--- config.mk ---
export PLATFORM = sky130hd
export DESIGN_NAME = priority_event_queue
export DESIGN_NICKNAME = d
export VERILOG_FILES = /design/src/hw/rtl/peq_pkg.sv /design/src/hw/rtl/peq_table.sv /design/src/hw/rtl/priority_event_queue.sv
export SDC_FILE = /design/constraint.sdc
export NUM_CORES = 1
export LEC_CHECK = 0
export ABC_CLOCK_PERIOD_IN_PS = 7900
export CAP_MARGIN = 20
export CELL_PAD_IN_SITES_DETAIL_PLACEMENT = 0
export CELL_PAD_IN_SITES_GLOBAL_PLACEMENT = 1
export CORE_MARGIN = 3
export CORE_UTILIZATION = 50
export CTS_CLUSTER_SIZE = 14
export DETAILED_ROUTE_END_ITERATION = 8
export DONT_BUFFER_PORTS = 1
export MAX_ROUTING_LAYER = met4
export PLACE_DENSITY = 0.83
export SLEW_MARGIN = 20
export SYNTH_ARGS = -nofsm -noshare
export SYNTH_HDL_FRONTEND = slang
export SYNTH_HIERARCHICAL = 1
export SYNTH_SLANG_ARGS = --single-unit
export TNS_END_PERCENT = 20
--- constraint.sdc ---
create_clock -name clk -period 7.9 [get_ports clk]
set_input_delay 0.79 -clock clk [delete_from_list [all_inputs] [get_ports clk]]
set_output_delay 0.79 -clock clk [all_outputs]
set_load 0.02 [all_outputs]
--- src/hw/rtl/peq_pkg.sv ---
package peq_pkg;

  localparam int QUEUE_DEPTH = 16;
  localparam int IDX_W       = $clog2(QUEUE_DEPTH);
  localparam int CNT_W       = $clog2(QUEUE_DEPTH + 1);
  localparam int ID_W        = 16;
  localparam int PRIO_W      = 8;
  localparam int COUNT_W     = 5;

  localparam int S_DATA_W = 32;
  localparam int M_DATA_W = 24;

  localparam logic [1:0] REQ_INSERT = 2'd0;
  localparam logic [1:0] REQ_REMOVE = 2'd1;
  localparam logic [1:0] REQ_FIND   = 2'd2;

  localparam logic [1:0] ST_DONE = 2'd0;
  localparam logic [1:0] ST_DUP  = 2'd1;
  localparam logic [1:0] ST_MISS = 2'd2;
  localparam logic [1:0] ST_FULL = 2'd3;

  typedef struct packed {
    logic [ID_W-1:0]   id;
    logic [PRIO_W-1:0] prio;
  } entry_t;

  typedef enum logic [2:0] {
    S_IDLE,
    S_SCAN,
    S_SHIFT_DN,
    S_SHIFT_UP,
    S_PLACE,
    S_DONE
  } state_t;

endpackage

--- src/hw/rtl/peq_table.sv ---
module peq_table (
  input  logic                        clk,
  input  logic                        wr_en,
  input  logic [peq_pkg::IDX_W-1:0]   wr_addr,
  input  peq_pkg::entry_t             wr_data,
  input  logic [peq_pkg::IDX_W-1:0]   rd_addr,
  output peq_pkg::entry_t             rd_data
);

  peq_pkg::entry_t mem [peq_pkg::QUEUE_DEPTH];

  always_ff @(posedge clk) begin
    if (wr_en) begin
      mem[wr_addr] <= wr_data;
    end
  end

  always_ff @(posedge clk) begin
    rd_data <= mem[rd_addr];
  end

endmodule

--- src/hw/rtl/priority_event_queue.sv ---
// Sequence: every request is first scanned against all entries; an insert then shifts the
// later entries down (unless it goes at the tail) and places the new entry, a remove shifts
// the entries after the removed one up, and a find, a miss, a duplicate or a full table goes
// straight to the result, which waits while the output is stalled.
// Throughput: one item at a time; the entry memory's single read port and the
// scan/shift sequencer visit one entry per cycle.
// Reset (rst, synchronous) empties the queue and drops any pending result.
module priority_event_queue (
  input  logic                          clk,
  input  logic                          rst,
  input  logic                          s_tvalid,
  output logic                          s_tready,
  // req_type[1:0], event_id[17:2], event_priority[25:18], zero[31:26]
  input  logic [peq_pkg::S_DATA_W-1:0]  s_tdata,
  output logic                          m_tvalid,
  input  logic                          m_tready,
  // status[1:0], found_id[17:2], entry_count[22:18], zero[23]
  output logic [peq_pkg::M_DATA_W-1:0]  m_tdata
);

  localparam int IW = peq_pkg::IDX_W;
  localparam int CW = peq_pkg::CNT_W;

  peq_pkg::state_t state, state_next;

  logic [1:0]                  req, req_next;
  logic [peq_pkg::ID_W-1:0]    id, id_next;
  logic [peq_pkg::PRIO_W-1:0]  prio, prio_next;
  logic [CW-1:0]               count, count_next;
  logic [CW-1:0]               rd_idx, rd_idx_next;
  logic                        pv, pv_next;
  logic [IW-1:0]               p_addr, p_addr_next;
  logic                        id_hit, id_hit_next;
  logic [IW-1:0]               id_pos, id_pos_next;
  logic                        pos_hit, pos_hit_next;
  logic [CW-1:0]               ins_pos, ins_pos_next;
  logic                        find_hit, find_hit_next;
  logic [peq_pkg::ID_W-1:0]    find_id, find_id_next;
  logic [1:0]                  res_status, res_status_next;
  logic [peq_pkg::ID_W-1:0]    res_found, res_found_next;
  logic                        m_tvalid_next;
  logic [peq_pkg::M_DATA_W-1:0] m_tdata_next;

  logic                        wr_en;
  logic [IW-1:0]               wr_addr;
  peq_pkg::entry_t             wr_data;
  logic [IW-1:0]               rd_addr;
  peq_pkg::entry_t             rd_data;

  logic                        accept;
  logic                        full;
  logic                        scan_done;
  logic                        shdn_done;
  logic                        shup_done;
  logic                        out_load;
  logic [CW-1:0]               rd_dec;
  logic [CW-1:0]               id_pos_inc;

  assign accept     = s_tvalid && s_tready;
  assign full       = (count == CW'(peq_pkg::QUEUE_DEPTH));
  assign scan_done  = (rd_idx == count) && !pv;
  assign shdn_done  = (rd_idx == ins_pos) && !pv;
  assign shup_done  = (rd_idx == count) && !pv;
  assign out_load   = !m_tvalid || m_tready;
  assign rd_dec     = rd_idx - CW'(1);
  assign id_pos_inc = CW'(id_pos) + CW'(1);

  peq_table u_table (
    .clk     (clk),
    .wr_en   (wr_en),
    .wr_addr (wr_addr),
    .wr_data (wr_data),
    .rd_addr (rd_addr),
    .rd_data (rd_data)
  );

  always_comb begin
    state_next = state;
    case (state)
      peq_pkg::S_IDLE: begin
        if (s_tvalid) state_next = peq_pkg::S_SCAN;
      end
      peq_pkg::S_SCAN: begin
        if (scan_done) begin
          if (req == peq_pkg::REQ_INSERT) begin
            if (id_hit || full)        state_next = peq_pkg::S_DONE;
            else if (ins_pos == count) state_next = peq_pkg::S_PLACE;
            else                       state_next = peq_pkg::S_SHIFT_DN;
          end else if (req == peq_pkg::REQ_REMOVE && id_hit) begin
            state_next = peq_pkg::S_SHIFT_UP;
          end else begin
            state_next = peq_pkg::S_DONE;
          end
        end
      end
      peq_pkg::S_SHIFT_DN: begin
        if (shdn_done) state_next = peq_pkg::S_PLACE;
      end
      peq_pkg::S_SHIFT_UP: begin
        if (shup_done) state_next = peq_pkg::S_DONE;
      end
      peq_pkg::S_PLACE: begin
        state_next = peq_pkg::S_DONE;
      end
      peq_pkg::S_DONE: begin
        if (out_load) state_next = peq_pkg::S_IDLE;
      end
      default: state_next = peq_pkg::S_IDLE;
    endcase
  end

  always_comb begin
    s_tready        = (state == peq_pkg::S_IDLE);
    req_next        = req;
    id_next         = id;
    prio_next       = prio;
    count_next      = count;
    rd_idx_next     = rd_idx;
    pv_next         = 1'b0;
    p_addr_next     = p_addr;
    id_hit_next     = id_hit;
    id_pos_next     = id_pos;
    pos_hit_next    = pos_hit;
    ins_pos_next    = ins_pos;
    find_hit_next   = find_hit;
    find_id_next    = find_id;
    res_status_next = res_status;
    res_found_next  = res_found;
    m_tvalid_next   = m_tvalid && !m_tready;
    m_tdata_next    = m_tdata;
    wr_en           = 1'b0;
    wr_addr         = p_addr;
    wr_data         = rd_data;
    rd_addr         = rd_idx[IW-1:0];

    case (state)
      peq_pkg::S_IDLE: begin
        if (accept) begin
          req_next      = s_tdata[1:0];
          id_next       = s_tdata[17:2];
          prio_next     = s_tdata[25:18];
          rd_idx_next   = '0;
          id_hit_next   = 1'b0;
          pos_hit_next  = 1'b0;
          find_hit_next = 1'b0;
          ins_pos_next  = count;
        end
      end
      peq_pkg::S_SCAN: begin
        if (rd_idx != count) begin
          rd_addr     = rd_idx[IW-1:0];
          rd_idx_next = rd_idx + CW'(1);
          pv_next     = 1'b1;
          p_addr_next = rd_idx[IW-1:0];
        end
        // Only the first match of each kind counts: queue order decides.
        if (pv) begin
          if (!id_hit && rd_data.id == id) begin
            id_hit_next = 1'b1;
            id_pos_next = p_addr;
          end
          if (!pos_hit && rd_data.prio <= prio) begin
            pos_hit_next = 1'b1;
            ins_pos_next = CW'(p_addr);
          end
          if (!find_hit && rd_data.prio == prio) begin
            find_hit_next = 1'b1;
            find_id_next  = rd_data.id;
          end
        end
        if (scan_done) begin
          res_found_next = '0;
          case (req)
            peq_pkg::REQ_INSERT: begin
              rd_idx_next = count;
              if (id_hit)    res_status_next = peq_pkg::ST_DUP;
              else if (full) res_status_next = peq_pkg::ST_FULL;
              else           res_status_next = peq_pkg::ST_DONE;
            end
            peq_pkg::REQ_REMOVE: begin
              rd_idx_next     = id_pos_inc;
              res_status_next = id_hit ? peq_pkg::ST_DONE : peq_pkg::ST_MISS;
            end
            peq_pkg::REQ_FIND: begin
              res_status_next = find_hit ? peq_pkg::ST_DONE : peq_pkg::ST_MISS;
              if (find_hit) res_found_next = find_id;
            end
            default: res_status_next = peq_pkg::ST_MISS;
          endcase
        end
      end
      peq_pkg::S_SHIFT_DN: begin
        // Read entry k-1 and write it to slot k on the next cycle.
        if (rd_idx != ins_pos) begin
          rd_addr     = rd_dec[IW-1:0];
          rd_idx_next = rd_dec;
          pv_next     = 1'b1;
          p_addr_next = rd_idx[IW-1:0];
        end
        if (pv) wr_en = 1'b1;
      end
      peq_pkg::S_SHIFT_UP: begin
        // Read entry k and write it to slot k-1 on the next cycle.
        if (rd_idx != count) begin
          rd_addr     = rd_idx[IW-1:0];
          rd_idx_next = rd_idx + CW'(1);
          pv_next     = 1'b1;
          p_addr_next = rd_dec[IW-1:0];
        end
        if (pv) wr_en = 1'b1;
        if (shup_done) count_next = count - CW'(1);
      end
      peq_pkg::S_PLACE: begin
        wr_en        = 1'b1;
        wr_addr      = ins_pos[IW-1:0];
        wr_data.id   = id;
        wr_data.prio = prio;
        count_next   = count + CW'(1);
      end
      peq_pkg::S_DONE: begin
        if (out_load) begin
          m_tvalid_next = 1'b1;
          m_tdata_next  = {1'b0, peq_pkg::COUNT_W'(count), res_found, res_status};
        end
      end
      default: ;
    endcase
  end

  always_ff @(posedge clk) begin
    if (rst) begin
      state    <= peq_pkg::S_IDLE;
      count    <= '0;
      pv       <= 1'b0;
      m_tvalid <= 1'b0;
    end else begin
      state    <= state_next;
      count    <= count_next;
      pv       <= pv_next;
      m_tvalid <= m_tvalid_next;
    end
  end

  always_ff @(posedge clk) begin
    req        <= req_next;
    id         <= id_next;
    prio       <= prio_next;
    rd_idx     <= rd_idx_next;
    p_addr     <= p_addr_next;
    id_hit     <= id_hit_next;
    id_pos     <= id_pos_next;
    pos_hit    <= pos_hit_next;
    ins_pos    <= ins_pos_next;
    find_hit   <= find_hit_next;
    find_id    <= find_id_next;
    res_status <= res_status_next;
    res_found  <= res_found_next;
    m_tdata    <= m_tdata_next;
  end

endmodule

Word level (Yosys, flattened, before mapping)
Memory sizes are Yosys's and may differ from the RTL's. A register that Yosys moved wholly into a read port is not among the register bits.
Index checks and enable logic that the tools add are counted.

word-level totals
  flip-flop bits (word level) = 114
  bits in latches = 0
  memory bits (writable) = 384
  bits in read-only memories = 0
  input port bits = 36
  output and inout port bits = 26
  word-level logic and storage cells = 144
  memories kept = 1

memory list
  memory       depth  bits a word  read ports  clocked after memory_dff  write ports  RTL line         source
  u_table.mem  16     24           1           1                         1            peq_table.sv:10  peq_pkg::entry_t mem [peq_pkg::QUEUE_DEPTH];

operators by class
  $add $sub $neg = 5
  multiply operators = 0
  div/mod/pow operators = 0
  $lt $le $gt $ge = 1
  equality and inequality tests = 28
  shift-type cells = 0
  mux-type cells = 54
  bitwise gates (word level) = 0
  reductions and logical operators = 37

operators with widths
  cell                                               count
  2-to-1 mux 5 bit                                   8
  one-hot mux 5 bit (2 select lines)                 3
  2-to-1 mux 3 bit                                   9
  2-to-1 mux 24 bit                                  1
  2-to-1 mux 4 bit                                   6
  != test 2 bit (second input constant)              12
  one-hot mux 5 bit (4 select lines)                 1
  one-hot mux 3 bit (6 select lines)                 1
  == test 16 bit                                     1
  AND reduction 4 bit                                4
  == test 5 bit                                      3
  2-to-1 mux 1 bit                                   14
  one-hot mux 4 bit (3 select lines)                 1
  adder 5 x 1 -> 5 bit (second input constant)       2
  != test 5 bit                                      2
  one-hot mux 1 bit (2 select lines)                 5
  AND reduction 2 bit                                5
  subtractor 5 x 1 -> 5 bit (second input constant)  2
  AND reduction 3 bit                                3
  == test 8 bit                                      1
  less-or-equal comparator 8 bit                     1
  logical AND 1 bit                                  8
  2-to-1 mux 2 bit                                   4
  == test 3 x 2 -> 1 bit (second input constant)     2
  other kinds (17)                                   26

Longest topological paths before layout
Gate-level depths: netlist (run 1).

  depth in word-level cells = 6
  gate-level depth with buffers = 14
  depth with buffers taken out = 10

Hierarchy
The synthesis (run 1) kept the hierarchy.

modules (own cells, without submodules)
  module                instances  cells each  area an instance (um^2)
  peq_table             1          636         14930.6
  priority_event_queue  1          485         5547.8

Worst setup path before layout (run 1)
OpenSTA, ideal clock, no wires.

  path type = register -> register
  from = register state[1]
  to = memory u_table/mem[0][0] (netlist bit), enable pin
  setup time = 435 ps
  arrival = 3663 ps
  data required time = 7465 ps
  setup slack = 3802 ps
  stages on the path, launching flop included = 12
  clock period less this slack = 4098 ps
  cell sequence = dfxtp_1 -> buf_2 -> nor2_1 -> and2_1 -> clkbuf_1 -> inv_2 -> buf_2 -> buf_1 -> nand2_1 -> nand2_1 -> or3b_2 -> nor3_1

RTL lines
  element                   RTL line                     source
  start: declaration        priority_event_queue.sv:24   peq_pkg::state_t state, state_next;
  start signal: assignment  priority_event_queue.sv:232  state <= peq_pkg::S_IDLE;
  start signal: assignment  priority_event_queue.sv:237  state <= state_next;
  == test 3 bit             priority_event_queue.sv:136  case (state)
  2-to-1 mux 4 bit          priority_event_queue.sv:136
  via wr_addr[2]            priority_event_queue.sv:45   logic [IW-1:0] wr_addr;
  end: declaration          peq_table.sv:10

The timed path passes the listed nets, and every way through them passes these cells.

Worst setup path after layout (run 1)
  from = register rd_idx[3]
  to = register, netlist name u_table/rd_data[11]

between the ends
  longest elaborated chain between the ends = 3

RTL lines
  element                   RTL line                     source
  start: declaration        priority_event_queue.sv:30   logic [CW-1:0] rd_idx, rd_idx_next;
  start signal: assignment  priority_event_queue.sv:248  rd_idx <= rd_idx_next;
  != test 5 bit             priority_event_queue.sv:194  if (rd_idx != ins_pos) begin
  2-to-1 mux 4 bit          priority_event_queue.sv:194
  2-to-1 mux 4 bit          -
  via rd_addr[1]            priority_event_queue.sv:47   logic [IW-1:0] rd_addr;

The timed path passes the listed nets, and every way through them passes these cells.
A chain may end at the register's enable or synchronous reset.

==> metrics.csv, run 1 <==
metric,value,unit
synth_commonest_cells,"edfxtp_1, nand2_1, mux4_2",
pin_count,62,
whs,0.268,ns
die_w,208,µm
ir_drop,0.239,mV
detail-route-antenna-nets,0,
min_path_type,in2reg,
place_inst,1620,
total_power,7.76,mW
start_util,0.511,
stdcell_area,23000,µm²
crit_path_end_kind,register,
path_cells,xor2_1 -> nor3_1 -> a21oi_1 -> mux2i_4 -> buf_4 -> buf_4 -> mux4_2 -> a22oi_1 -> nand2_1,
antenna_found_initial,2,
cts_made_buffers,50,
cellLeakagePower,7.55,nW
wire_per_inst,24.9,µm
port_buffers,0,
synth-warning-count,6,
syn2layout_area_growth,12.1,%
critPathBufInv,2,
cts_root_buf,clkbuf_16,
ys_seq_elements,522,
seq_area_frac_synth,0.749,
grt.overflow.total,0,
power_density,338,nW/µm²
wl,42.7,mm
syn-instance-count,1121,
worstMarginPinSlew,1.12,ns
viasPerCell,5.93,
grt_pass1_vias,10300,
critical_path.slowest_cell,buf_4,
yosys_most_used_dff,edfxtp_1,
status,"finished, final reports clean",
coreArea,40100,µm²
synth.distinct_cells,60,
grt_usage,0.204,
grt_setup_unrepaired,no,
worstPathMaxFanout,50,
period_share,0.531,
cts_hold_buffers,0,
cp_top_family,buffers and inverters,
grt_first_pass_wirelength,64.2,mm
die-area,43400,µm²
clock-skew-final,0.0213,ns
fin_crit,4.19,ns
drv_cap,0,
drtIter0Drc,1217,
cts_resized,0,
clk-insertion-delay-late,0.59,ns
hpwl,23.9,mm
synth_area,20500,µm²
drc,0,
synth_top_area_share,0.716,
critPathArrivalTime,4.65,ns
synth.net_count,1172,
required,8.36,ns
post-cts-setup-buffer-count,0,
start_kind,register,
cts_tree,yes,
clock.fmax,0.239,GHz
clk_path_buf_depth,3,
critical_path.max_stage_delay,0.70,ns
synth_edf_count,488,
clk_pin_slew,0.06,ns
finalSetupViolations,0,
finalNonFillerCells,1716,
fin_nets,1198,
final_max_slew_viol_count,0,
yosys.area.top_type,edfxtp_1,
grt_max_degree,97,
synth.area.top_cells,"edfxtp_1, mux4_2, dfxtp_1, nand2_1, a22oi_1",
post_route_cells_drive_above_1_share,0.209,
avgSynthCellArea,18.3,µm²
async_flop_share,0,
path_class,reg2reg,
hold_viol,0,
globalplace.congestion,0.799,
num_rows,73,
cts.htree.levels,2,
placed_cell_area,21200,µm²
die_h,208,µm
synth.most_common_cell,edfxtp_1,
clkSinkCount,522,
cp_common_cell,buf_4,
slew_headroom,0.248,
setup-tns-final,0,ns
drtPass1Iterations,5,
num_vias,10200,
==> metal layers <==
| layer | vias up | wire length (µm) | global-route usage |
|---|---|---|---|
| li1 | 4476 | - | - |
| met4 | 0 | 1100 | 0.0600 |
| met5 | - | 0 | - |
| met2 | 399 | 21500 | 0.329 |
| met3 | 90 | 3030 | 0.0442 |
| met1 | 5205 | 17100 | 0.264 |
==> layout make-up <==
cell class	instances	area, µm²
Timing Repair Buffer	31	245
Tap cell	525	657
Antenna cell	2	5.00
Sequential cell	522	15300
Clock buffer	64	1400
Multi-Input combinational cell	524	4900
Fill cell	2858	17100
Inverter	18	67.6
Clock inverter	30	347
==> registers in the layout (all words and copies together) (netlist names), 4 cells and up <==
register	count
count	5
find_id	16
id	16
id_pos	4
ins_pos	5
m_tdata	23
p_addr	4
prio	8
rd_idx	5
res_found	16
u_table/mem	384
u_table/rd_data	24
==> stage by stage <==
step	utilization	setup slack [ns]
2_1_floorplan	-	3.80
3_3_place_gp	0.529	3.78
3_5_place_dp	0.529	3.75
4_1_cts	0.572	3.68
5_1_grt	0.573	3.51
6_report	0.573	3.71
==> final timing paths <==
path,startpoint,end,slack (ns),cells past startpoint
setup / recovery,rd_idx[3],u_table/rd_data[11],3.71,9
hold / removal,rst,m_tvalid,0.27,1
setup reg to reg,rd_idx[3],u_table/rd_data[11],3.71,9
hold reg to reg,res_found[13],m_tdata[15],0.41,0
==> layout by cell type (no fill, tap or decap), types with 3 or more instances in the layout <==
master / n
a21oi_1: 13
clkinv_2: 13
buf_4: 30
mux2i_1: 7
nand2b_1: 7
nor2_1: 29
nor2b_1: 4
xnor2_1: 29
nor2_2: 13
nor3_2: 6
clkbuf_1: 8
nand4_1: 8
inv_1: 16
nand2_1: 114
ha_1: 14
mux4_2: 96
o21ai_0: 19
dfxtp_1: 34
mux2_2: 4
edfxtp_1: 488
clkinv_1: 8
nor3_1: 8
nand3_1: 9
clkbuf_16: 53
and2_1: 18
clkbuf_8: 3
o21ai_1: 5
bufinv_16: 8
or2_2: 3
a21o_1: 5
xor2_1: 15
a22oi_1: 49
a31oi_1: 6
==> cells by family (layout without fill, tap and decap cells) <==
group / after synthesis / count (layout) / share of synthesized area
buffers and inverters: 75 / 143 / 0.0170
AND/OR/NAND/NOR: 239 / 239 / 0.0542
AO/OA/AOI/OAI: 116 / 116 / 0.0393
adder cells (fa/ha/maj): 15 / 15 / 0.00953
other: 1 / 3 / 0.000183
multiplexers: 108 / 108 / 0.112
flip-flops: 522 / 522 / 0.749
XOR/XNOR: 45 / 45 / 0.0192
==> worst reg2reg max path, cell delays in order (launching register included) <==
cell and delay [ns]:
edfxtp_1 0.62, xor2_1 0.23, nor3_1 0.55, a21oi_1 0.34, mux2i_4 0.22, buf_4 0.59, buf_4 0.71, mux4_2 0.47
a22oi_1 0.27, nand2_1 0.08
==> where the power goes <==
group / switching (mW) / leakage (nW) / internal [mW] / total, mW
Sequential: 0.164 / 4.73 / 3.51 / 3.67
Combinational: 0.959 / 1.96 / 0.625 / 1.58
Clock: 0.990 / 0.859 / 1.51 / 2.50
Total: 2.11 / 7.55 / 5.64 / 7.76
Note: power is estimated with default switching activity, not from simulation.
==> inputs of run 2 (changes only) <==
Settings changed: ABC_AREA set to 1, ABC_CLOCK_PERIOD_IN_PS 7900 to 3480, CORE_UTILIZATION 50 to 46, PLACE_DENSITY 0.83 to 0.86.
Clock period 7.9 ns to 3.48 ns, I/O delays scaled along.
==> run 2 against run 1 <==
  * Highest routed layer unchanged
  * Sequential cell count is the same
  * Critical path type unchanged
  * Clock power grew 110%
  * Non-clock buffer count grew 57
  * Synthesized cell count grew 93%
==> metrics.csv, run 2 <==
metric,value,unit
avgSynthCellArea,10.4,µm²
cts_root_buf,clkbuf_16,
clk_pin_slew,0.06,ns
ys_seq_elements,522,
fin_crit,2.97,ns
period_share,0.853,
globalplace.congestion,0.848,
port_buffers,0,
place_inst,2754,
cts_tree,yes,
finalNonFillerCells,2874,
regMostFlops,u_table/mem,
clk-insertion-delay-late,0.59,ns
seq_area_frac_synth,0.680,
grt_setup_unrepaired,no,
slew_headroom,0.398,
antenna_found_initial,0,
num_rows,80,
synth_top_area_share,0.650,
wire_per_inst,18.3,µm
yosys_most_used_dff,edfxtp_1,
die_w,227,µm
crit_path_end_kind,register,
synth.area.top_cells,"edfxtp_1, nand2_1, nand3_1, inv_1, dfxtp_1",
mostFrequentLayoutCell,nand2_1,
post-cts-setup-buffer-count,0,
power_density,944,nW/µm²
cts_resized,0,
die-area,51700,µm²
hpwl,30.3,mm
antenna_cells,0,
drv_cap,0,
start_kind,register,
status,"finished, final reports clean",
reg2reg_depth,7,
die_h,227,µm
worstHoldPathCells,2,
cts_hold_buffers,28,
placed_cell_area,23600,µm²
r2r_end,u_table/mem[6][6],
synth_edf_count,488,
critPathArrivalTime,3.25,ns
clk_path_buf_depth,3,
synth.distinct_cells,39,
fin_nets,2270,
syn-instance-count,2169,
largest_reg_flops,384,
setup-tns-final,0,ns
post_route_cells_drive_above_1_share,0.0779,
reg2reg_slack,0.51,ns
clock-skew-final,0.0157,ns
hold_viol,0,
hp-start,s_tvalid,
synth_area,22600,µm²
grt_max_degree,142,
clock.fmax,0.337,GHz
cts_made_buffers,50,
grt_first_pass_wirelength,80.7,mm
drtIter0Drc,1540,
stdcell_area,25500,µm²
min_to,id_hit,
num_vias,14900,
synth-warning-count,6,
grt_pass1_vias,14400,
detail-route-antenna-nets,0,
viasPerCell,5.18,
synth.net_count,2220,
drtPass1Iterations,8,
largest_registers,"u_table/mem: 384 flops, u_table/rd_data: 24 flops, m_tdata: 23 flops",
coreArea,48000,µm²
grt.overflow.total,0,
worstPathMaxFanout,17,
synth.most_common_cell,nand2_1,
cellLeakagePower,10.7,nW
syn2layout_area_growth,13.1,%
pin_count,62,
ir_drop,0.598,mV
min_path_type,in2reg,
finalSetupViolations,0,
worstMarginPinSlew,0.894,ns
synth_commonest_cells,"nand2_1, edfxtp_1, inv_1",
layout_common_cells,"nand2_1, edfxtp_1, inv_1",
drc,0,
start_util,0.469,
path_class,reg2reg,
clkSinkCount,522,
grt_usage,0.211,
yosys.area.top_type,edfxtp_1,
async_flop_share,0,
final_max_slew_viol_count,0,
cts.htree.levels,2,
reg2reg_from,state[0],
required,3.76,ns
wl,52.6,mm
[run 2: layout make-up]
cell class / instances / area [µm²]
Tap cell: 615 / 769
Timing Repair Buffer: 88 / 868
Inverter: 372 / 1400
Clock inverter: 19 / 190
Multi-Input combinational cell: 1185 / 5530
Fill cell: 4023 / 22500
Sequential cell: 522 / 15300
Clock buffer: 73 / 1410
[run 2: critical path, cell delays in order (launching register included)]
cell,delay (ns)
dfxtp_1,0.35
nor2_1,0.23
nand2_2,0.27
buf_4,0.28
o21ai_0,0.34
nand3b_1,0.40
nor2_4,0.50
buf_12,0.26
[run 2: where the power goes]
group | total (mW) | internal (mW) | leakage [nW] | switching (mW)
Sequential | 9.18 | 8.69 | 4.72 | 0.498
Clock | 5.33 | 3.09 | 0.784 | 2.23
Combinational | 9.56 | 2.75 | 5.19 | 6.81
[run 2: worst max path at each step]
stage          slack (ns)            endpoint  startpoint  cells after the start
6_report             0.51   u_table/mem[6][6]    state[0]                      7
5_1_grt              0.37  u_table/rd_data[0]   rd_idx[1]                     12
4_1_cts              0.55   u_table/mem[6][6]    state[0]                      7
3_5_place_dp         0.59  u_table/mem[6][16]    state[0]                      7
3_3_place_gp         0.67  u_table/mem[6][16]    state[0]                      7
2_1_floorplan        0.62  u_table/mem[12][0]    state[0]                      9
[run 2: logic make-up (layout without fill, tap and decap cells)]
kind of cell	Yosys count	after routing	share of synthesized area
AO/OA/AOI/OAI	66	66	0.0164
AND/OR/NAND/NOR	1076	1076	0.202
adder cells (fa/ha/maj)	15	15	0.00865
flip-flops	522	522	0.680
buffers and inverters	462	552	0.0826
XOR/XNOR	27	27	0.0105
other	1	1	0.000166
[run 2: per-stage QoR]
stage	util	total power [mW]	hold WS (ns)	worst slack, ns
2_1_floorplan	-	15.8	0.400	0.624
3_3_place_gp	0.492	18.5	0.401	0.668
3_5_place_dp	0.492	18.7	0.405	0.590
4_1_cts	0.531	24.1	0.0886	0.553
5_1_grt	0.531	25.5	0.0908	0.373
6_report	0.531	24.1	0.118	0.512
[run 2: per-layer routing]
metal | track usage | up-vias | share of wire
met3 | 0.0263 | 116 | 0.057
met4 | 0.0731 | 0 | 0.030
met1 | 0.261 | 7132 | 0.41
met5 | - | - | 0
li1 | - | 7131 | -
met2 | 0.362 | 494 | 0.50
==> inputs of run 3 (changes only) <==
Settings changed: ABC_CLOCK_PERIOD_IN_PS 3480 to unset, CORE_UTILIZATION 46 to 50, PLACE_DENSITY 0.86 to 0.88.
Clock period 3.48 ns to 3.7 ns, I/O delays scaled along.
==> run 3 against run 2 <==
  * Clock skew shrank 0.00052 ns
  * Design area down 0.17%
  * Core utilization increased by 4.2 points
  * Critical path type unchanged
  * Critical endpoint is now u_table/rd_data[23]
  * Largest cell class unchanged
==> metrics.csv, run 3 (same netlist as run 2, synthesis figures left out) <==
metric,value,unit
post-place-ws,0.539,ns
fillerInstances,3539,
setup-tns-final,0,ns
critical_path.slowest_cell,edfxtp_1,
clockPowerShare,0.224,
coreArea,44400,µm²
clk-insertion-delay-late,0.59,ns
path_class,reg2reg,
grt_usage,0.234,
clkSinkCount,522,
largest_registers,"u_table/mem: 384 flops, u_table/rd_data: 24 flops, m_tdata: 23 flops",
clock-skew-final,0.0151,ns
wl,53.6,mm
wire_per_inst,18.8,µm
pin_count,62,
detail-route-antenna-nets,0,
die-area,47700,µm²
start_util,0.508,
post_route_cells_drive_above_1_share,0.0808,
period_share,0.875,
status,"finished, final reports clean",
power_density,893,nW/µm²
path_cells,inv_1 -> nand2_1 -> nand2_1 -> nor2_1 -> nand3_1 -> nand2_2 -> xor2_4 -> inv_4 -> buf_4 -> nand2_1 -> nand2_1 -> nand2_1 -> nand3_1 -> nand3_1 -> nand2_1,
critPathArrivalTime,3.76,ns
drtPass1Iterations,5,
worstPathMaxFanout,57,
drc,0,
required,4.22,ns
clk_path_buf_depth,3,
hpwl,30.2,mm
grt_pass1_vias,14400,
fin_nets,2273,
antenna_found_initial,0,
drtIter0Drc,1472,
port_buffers,0,
cts_tree,yes,
start_kind,register,
p_switching,9.03,mW
whs,0.146,ns
largest_reg_flops,384,
finalNonFillerCells,2856,
cts_root_buf,clkbuf_16,
cp_top_family,simple AND/OR/NAND/NOR gates,
cts_made_buffers,52,
setup_ws,0.463,ns
syn2layout_area_growth,12.9,%
hold_viol,0,
p_comb_frac,0.394,
critPathBufInv,3,
grt_setup_unrepaired,no,
viasPerCell,5.24,
layout_common_cells,"nand2_1, edfxtp_1, inv_1",
clock.fmax,0.309,GHz
critical_path.max_stage_delay,0.59,ns
drv_cap,0,
grt_first_pass_wirelength,82.6,mm
num_vias,15000,
die_w,218,µm
cellLeakagePower,10.7,nW
crit_path_end_kind,register,
num_rows,77,
finalSetupViolations,0,
post-cts-setup-buffer-count,0,
mostFrequentLayoutCell,nand2_1,
globalplace.congestion,0.864,
seqPwrFrac,0.381,
ir_drop,0.956,mV
place_inst,2732,
cp_common_cell,nand2_1,
fin_crit,3.24,ns
p_sw_frac,0.397,
regMostFlops,u_table/mem,
antenna_cells,0,
die_h,218,µm
min_path_type,in2reg,
cts.htree.levels,2,
grt_max_degree,193,
p_int,13.7,mW
clk_pin_slew,0.06,ns
final_max_slew_viol_count,0,
slew_headroom,0.267,
worstMarginPinSlew,1.10,ns
grt.overflow.total,0,
[run 3: cell count changes in the layout (fill, tap and decap cells not counted)]
| cell | previous run | this run |
|---|---|---|
| clkinvlp_4 | 0 | 2 |
| bufinv_16 | 4 | 3 |
| clkbuf_8 | 5 | 4 |
| clkbuf_16 | 51 | 53 |
| clkbuf_1 | 17 | 15 |
| clkinv_4 | 0 | 1 |
| buf_12 | 11 | 5 |
| buf_4 | 49 | 56 |
| inv_16 | 0 | 1 |
| clkinv_2 | 7 | 9 |
[run 3: layer usage]
| metal | vias up | GRT usage | routed length, µm |
|---|---|---|---|
| met3 | 113 | 0.0300 | 4130 |
| li1 | 7134 | - | - |
| met5 | - | - | 0 |
| met1 | 7093 | 0.305 | 21900 |
| met4 | 0 | 0.0731 | 1410 |
| met2 | 617 | 0.386 | 26200 |
[run 3: area by class of cell]
type / instances / area (µm²) / area share
inverters: 372 / 1400 / 0.0549
multi-input cells: 1185 / 5530 / 0.217
well taps: 592 / 741 / 0.0291
clock inverters: 24 / 214 / 0.00840
repair buffers: 89 / 801 / 0.0315
clock buffers: 72 / 1440 / 0.0565
flip-flops and latches: 522 / 15300 / 0.602
[run 3: timing repair]
item | CTS | global route
endpoints found under the setup margin | 0 | 0
endpoints found under the hold margin | 36 | 0
hold buffers | 28 | 0
gates resized for setup | 0 | 0
[run 3: power groups by stage]
stage	Sequential, mW	Clock, mW	Combinational [mW]
2_1_floorplan	8.58	0	6.26
3_3_place_gp	8.75	0	8.66
3_5_place_dp	8.77	0	8.84
4_1_cts	8.66	5.19	8.93
5_1_grt	8.72	5.46	10.0
6_report	8.67	5.10	8.96
[run 3: stage by stage]
| step | instance area [µm²] | power (mW) | util |
|---|---|---|---|
| 2_1_floorplan | 22600 | 14.8 | - |
| 6_report | 25500 | 22.7 | 0.573 |
| 4_1_cts | 25500 | 22.8 | 0.573 |
| 5_1_grt | 25500 | 24.2 | 0.573 |
| 3_5_place_dp | 23500 | 17.6 | 0.530 |
| 3_3_place_gp | 23500 | 17.4 | 0.530 |
[run 3: worst paths after layout]
path / startpoint / to / slack [ns] / cells after the start
worst min register to register: res_found[4] / m_tdata[6] / 0.42 / 0
worst max register to register: rd_idx[2] / u_table/rd_data[23] / 0.46 / 15
worst min-delay path: s_tvalid / id_hit / 0.15 / 2
worst max-delay path: rd_idx[2] / u_table/rd_data[23] / 0.46 / 15
